==> config.mk <==
export PLATFORM = sky130hd
export DESIGN_NAME = segint_back
export DESIGN_NICKNAME = d
export VERILOG_FILES = /design/src/rtl/segint_pkg.sv /design/src/rtl/segint_back.sv
export SDC_FILE = /design/constraint.sdc
export NUM_CORES = 2
export LEC_CHECK = 0
export BUFFER_PORTS_ARGS = -buffer_cell sky130_fd_sc_hd__buf_2
export CORE_ASPECT_RATIO = 0.6
export CORE_UTILIZATION = 55
export DETAILED_ROUTE_END_ITERATION = 16
export PLACE_DENSITY_LB_ADDON = 0.25
export SYNTH_ARGS = -nofsm -noshare
export SYNTH_HDL_FRONTEND = slang
export SYNTH_SLANG_ARGS = --single-unit
==> constraint.sdc <==
create_clock -name clk -period 12.5 [get_ports clk]
set_input_delay 1.875 -clock clk [delete_from_list [all_inputs] [get_ports clk]]
set_output_delay 1.875 -clock clk [all_outputs]
set_load 0.1 [all_outputs]
==> src/rtl/segint_pkg.sv <==
`default_nettype none
package segint_pkg;
    localparam int CoordBits = 16;
    localparam int FracBits  = 16;
    localparam int DiffBits  = CoordBits + 1;
    localparam int ProdBits  = 2 * DiffBits;
    localparam int CrossBits = ProdBits + 1;
    localparam int QuotBits  = FracBits + 2;
    localparam int MulBits   = QuotBits + 1 + DiffBits;
    localparam int SumBits   = MulBits + CoordBits;

    typedef enum logic [1:0] {
        OUT_NONE    = 2'd0,
        OUT_CROSS   = 2'd1,
        OUT_SHARED  = 2'd2,
        OUT_REFUSED = 2'd3
    } outcome_t;

    typedef struct packed {
        logic signed [CoordBits-1:0] a_start_x;
        logic signed [CoordBits-1:0] a_start_y;
        logic signed [CoordBits-1:0] a_end_x;
        logic signed [CoordBits-1:0] a_end_y;
        logic signed [CoordBits-1:0] b_start_x;
        logic signed [CoordBits-1:0] b_start_y;
        logic signed [CoordBits-1:0] b_end_x;
        logic signed [CoordBits-1:0] b_end_y;
    } seg_in_t;

    typedef struct packed {
        outcome_t           outcome;
        logic signed [31:0] point_x;
        logic signed [31:0] point_y;
    } seg_out_t;

    // front to back: classified item
    typedef struct packed {
        logic                        divide;
        outcome_t                    outcome;
        logic unsigned [CrossBits-1:0] tn;
        logic unsigned [CrossBits-1:0] d;
        logic signed [CoordBits-1:0] base_x;
        logic signed [CoordBits-1:0] base_y;
        logic signed [DiffBits-1:0]  adx;
        logic signed [DiffBits-1:0]  ady;
    } seg_job_t;
endpackage
`default_nettype wire

==> src/rtl/segint_back.sv <==
`default_nettype none
// Back: pipelined restoring divider, one quotient bit per stage, then the
// point multiply-add and saturation.
module segint_back (
    input  wire logic                 clk,
    input  wire logic                 rst_n,
    input  wire logic                 job_valid,
    input  wire segint_pkg::seg_job_t job,
    output logic                      res_valid,
    output segint_pkg::seg_out_t      res
);
    localparam int CB = segint_pkg::CrossBits;
    localparam int QB = segint_pkg::QuotBits;
    localparam int NS = segint_pkg::FracBits + 1;
    localparam int MB = segint_pkg::MulBits;
    localparam int SB = segint_pkg::SumBits;

    logic                  v_reg [NS+1];
    segint_pkg::seg_job_t  j_reg [NS+1];
    logic [CB:0]           r_reg [NS+1];
    logic [QB-1:0]         q_reg [NS+1];

    always_comb
    begin
        v_reg[0] = job_valid;
        j_reg[0] = job;
        r_reg[0] = {1'b0, job.tn};
        q_reg[0] = '0;
    end

    for (genvar s = 0; s < NS; s++) begin : g_div
        logic [CB:0]   rs;
        logic [QB-1:0] qs;
        always_comb
        begin
            rs = (s == 0) ? r_reg[s] : {r_reg[s][CB-1:0], 1'b0};
            qs = {q_reg[s][QB-2:0], 1'b0};
            if (rs >= {1'b0, j_reg[s].d})
            begin
                rs = rs - {1'b0, j_reg[s].d};
                qs[0] = 1'b1;
            end
        end
        always_ff @(posedge clk or negedge rst_n)
        begin
            if (!rst_n)
            begin
                v_reg[s+1] <= 1'b0;
            end
            else
            begin
                v_reg[s+1] <= v_reg[s];
            end
        end
        always_ff @(posedge clk)
        begin
            j_reg[s+1] <= j_reg[s];
            r_reg[s+1] <= rs;
            q_reg[s+1] <= qs;
        end
    end

    // round, multiply
    logic                 vm_reg;
    segint_pkg::seg_job_t jm_reg;
    logic signed [MB-1:0] mx_reg, my_reg;
    logic [QB-1:0]        qr;
    always_comb
    begin
        qr = q_reg[NS] + QB'({r_reg[NS][CB-1:0], 1'b0} >= {1'b0, j_reg[NS].d});
        if (!j_reg[NS].divide)
        begin
            qr = '0;
        end
    end

    always_ff @(posedge clk or negedge rst_n)
    begin
        if (!rst_n)
        begin
            vm_reg <= 1'b0;
        end
        else
        begin
            vm_reg <= v_reg[NS];
        end
    end

    always_ff @(posedge clk)
    begin
        jm_reg <= j_reg[NS];
        mx_reg <= MB'($signed({1'b0, qr})) * MB'(j_reg[NS].adx);
        my_reg <= MB'($signed({1'b0, qr})) * MB'(j_reg[NS].ady);
    end

    function automatic logic signed [31:0] sat(input logic signed [SB-1:0] v);
        if (v > SB'(32'sh7fffffff))
            sat = 32'sh7fffffff;
        else if (v < SB'(32'sh80000000))
            sat = 32'sh80000000;
        else
            sat = v[31:0];
    endfunction

    logic signed [SB-1:0] sx, sy;
    segint_pkg::seg_out_t res_next;
    always_comb
    begin
        sx = (SB'(jm_reg.base_x) <<< segint_pkg::FracBits) + SB'(mx_reg);
        sy = (SB'(jm_reg.base_y) <<< segint_pkg::FracBits) + SB'(my_reg);
        res_next.outcome = jm_reg.outcome;
        res_next.point_x = '0;
        res_next.point_y = '0;
        if (jm_reg.outcome == segint_pkg::OUT_CROSS
            || jm_reg.outcome == segint_pkg::OUT_SHARED)
        begin
            res_next.point_x = sat(sx);
            res_next.point_y = sat(sy);
        end
    end

    always_ff @(posedge clk or negedge rst_n)
    begin
        if (!rst_n)
        begin
            res_valid <= 1'b0;
        end
        else
        begin
            res_valid <= vm_reg;
        end
    end

    always_ff @(posedge clk)
    begin
        res <= res_next;
    end
endmodule
`default_nettype wire

==> impl_results.md <==
* Status: finished with violations
* Failing checks: DRC
* Tot GR Track Use at 25.9%
* Die W at 600 microns
* Seq/Total Area, Yosys at 46.0%
* Kind of critical path: reg -> reg
* DRT iter0 DRCs at 6862
* Final wirelength at 282000 microns
* Slowest CP cell: and2_1
* Top cell type's share of synthesized area at 45.6%
* Num rows at 131
* RR Endpoint: my_reg[35]
* Buf/Inv on CP at 6
* Routability Congestion at 0.945
* Worst Hold End: j_reg[1408]
* Area growth from synthesis to layout at 10.0%
* Synth area leaders: dfxtp_1 46%, ha_1 9.9%, fa_1 8.4%
* CP endpoint kind: flop
* Synth area leader: dfxtp_1
* Nets@finish at 13.4k
* # fillers at 17.4k
* Hold Path Class: reg -> reg
* First-pass GRT wire length at 447000 microns
* Post-CTS resize count at 0
* Most used DFF post-synth: dfxtp_1
* DRC viols at 40
* Initial antenna violation count at 19
* Commonest non-fill, non-tap cells in the layout: 2687 x dfxtp_1, 1466 x inv_1, 931 x ha_1
* Worst R2R Setup Slack at 1990 ps
* Post-CTS setup buffers at 0
* IO Port Bufs at 208
* FF-to-FF path depth at 40
* Worst setup SP type: flop
* Starting density of the core at 55.4%
* Endpoints failing hold at 0
* Mapped Cells at 11.6k
* Die ar. at 217000 sq um
* Setup Skew at 83.2 ps
* Critical path arrival at 11340 ps
* Max Slew Vio Count at 0
* Number of buffers created by CTS at 230
* Worst Path Required at 13330 ps
* #FFs+latches synth at 2707
* Die Ht at 361 microns
* CP most frequent cell: a21o_1
* Hold-fix buffer count after cts at 0
* Min-Delay Path Depth at 0
* Reg2reg start: j_reg[71]
* Antenna-violating nets left at 0
* CP peak stage delay at 730 ps
* Latest clock arrival within the worst-skew pair at 900 ps
* Clk Tree Root Cell: clkbuf_16
* Fmax at 95.2 MHz
* Via density at 5.45
* Number of flip-flops in the largest register at 1768
* CTS tree: built
* YS warnings at 0
* Largest net degree at the start of global routing at 69
* Rel. slew slack at 20.8%
* Pre-antenna DRT Iters at 12
* Synthesized cell area at 118000 sq um
* Vias at 80.9k
* Hold wc startpoint: j_reg[1547]
* Max-cap violations at 0
* Avg WL per Cell at 19.0 microns
* Synth Net Count at 13.2k
* Share of layout cells above drive strength 1 at 8.24%
* Clock Pin Slew Worst Setup and Hold Paths at 70 ps
* RSZ-0062 raised after global routing: false
* Least-Margin Pin Slew at 1180 ps
* Gr ovfl total at 0
* Post-synth ARST share at 0.702%
* Vias in the first global route at 79.8k
* Period utilization at 84.1%
* Avg Cell Area, Syn at 10.2 sq um
* Clock sinks at 2707
* Most common cell after layout, fill and taps aside: dfxtp_1
* Setup TNS at 0 ps
* CP Max Fanout at 22
* Post-DP HPWL at 218000 microns
* Utilization after layout at 61.0%
* CTS Buffer Depth at 4
* Top Family by Delay on Critical Path: adder cells
* Number of synthesized flops with an enable pin at 0
* Period minus WS final at 10510 ps
* Ports at 209
* Yosys cell types at 90
* H-Tree Depth at 4
* Core area at 213000 sq um
* Endpoints failing setup at 0
==> cell type report <==
cell class / count / area [sq um] / area share [%]
Timing Repair Buffer: 265 / 1470 / 1.13
Multi-Input combinational cell: 7138 / 57300 / 44.1
Tap cell: 2859 / 3580 / 2.75
Sequential cell: 2707 / 54300 / 41.8
Antenna cell: 2 / 5.00 / 0.00385
Clock buffer: 309 / 6490 / 5.00
Inverter: 1467 / 5510 / 4.24
Clock inverter: 100 / 1310 / 1.01
==> routing by layer <==
metal | track usage [%] | wire [microns] | part of all wire, %
met1 | 39.9 | 141000 | 50
met2 | 37.5 | 115000 | 41
met3 | 4.15 | 19200 | 6.8
met4 | 6.25 | 6480 | 2.3
met5 | 0 | 39 | 0.014
==> worst max path at each step <==
| stage | start | endpoint | slack [ps] | cells past startpoint |
|---|---|---|---|---|
| final | j_reg[71] | my_reg[35] | 1990 | 40 |
| after global placement | j_reg[71] | my_reg[35] | 1990 | 40 |
| after global routing | j_reg[71] | my_reg[35] | 1360 | 40 |
| after floorplan | j_reg[71] | my_reg[35] | 3310 | 41 |
| after CTS | j_reg[71] | my_reg[35] | 1940 | 40 |
| after detailed placement | j_reg[71] | my_reg[35] | 1950 | 40 |
==> cells in the mapped netlist (all sizes together), types with 35 or more instances <==
cell,number
and3,176
nand2,709
o21ai,514
o211ai,49
nand3,167
a31oi,106
o31ai,52
mux2,244
nand4,92
a21o,394
nand2b,95
nor2b,131
buf,60
a211oi,60
clkbuf,252
xnor2,362
nor3,110
ha,931
inv,1467
or3,48
a21oi,688
a31o,37
nor2,528
o21a,130
xor2,210
dfxtp,2688
fa,497
a211o,35
and2,324
a21boi,37
o21bai,86
==> worst register-to-register path, delay by kind of cell (launching register included) <==
family	cells	cell delay, ps
XOR/XNOR	2	240
AO/OA/AOI/OAI	17	3770
adder cells (fa/ha/maj)	9	3820
buffers and inverters	6	670
AND/OR/NAND/NOR	6	1640
flip-flops	1	300
==> cells by family after synthesis <==
group / count (synthesis) / synth area share [%]
flops: 2707 / 46.0
simple gates: 2509 / 10.5
compound gates: 2373 / 12.8
buf+inv: 1779 / 5.71
fa+ha+maj: 1428 / 18.3
xor+xnor: 572 / 4.24
mux: 256 / 2.44
==> per-stage QoR <==
| step | cells | hold slack, ps | instance area (sq um) | setup WS (ps) |
|---|---|---|---|---|
| after detailed placement | 14400 | 312 | 122000 | 1950 |
| after global routing | 14800 | 307 | 130000 | 1360 |
| final | 14800 | 296 | 130000 | 1990 |
| after CTS | 14800 | 297 | 130000 | 1940 |
| after floorplan | 11600 | 310 | 118000 | 3310 |
| after global placement | 14400 | 310 | 122000 | 1990 |
Power is not shown: default switching activity piles up to over one toggle a cycle in this logic, so the estimate is an artifact.
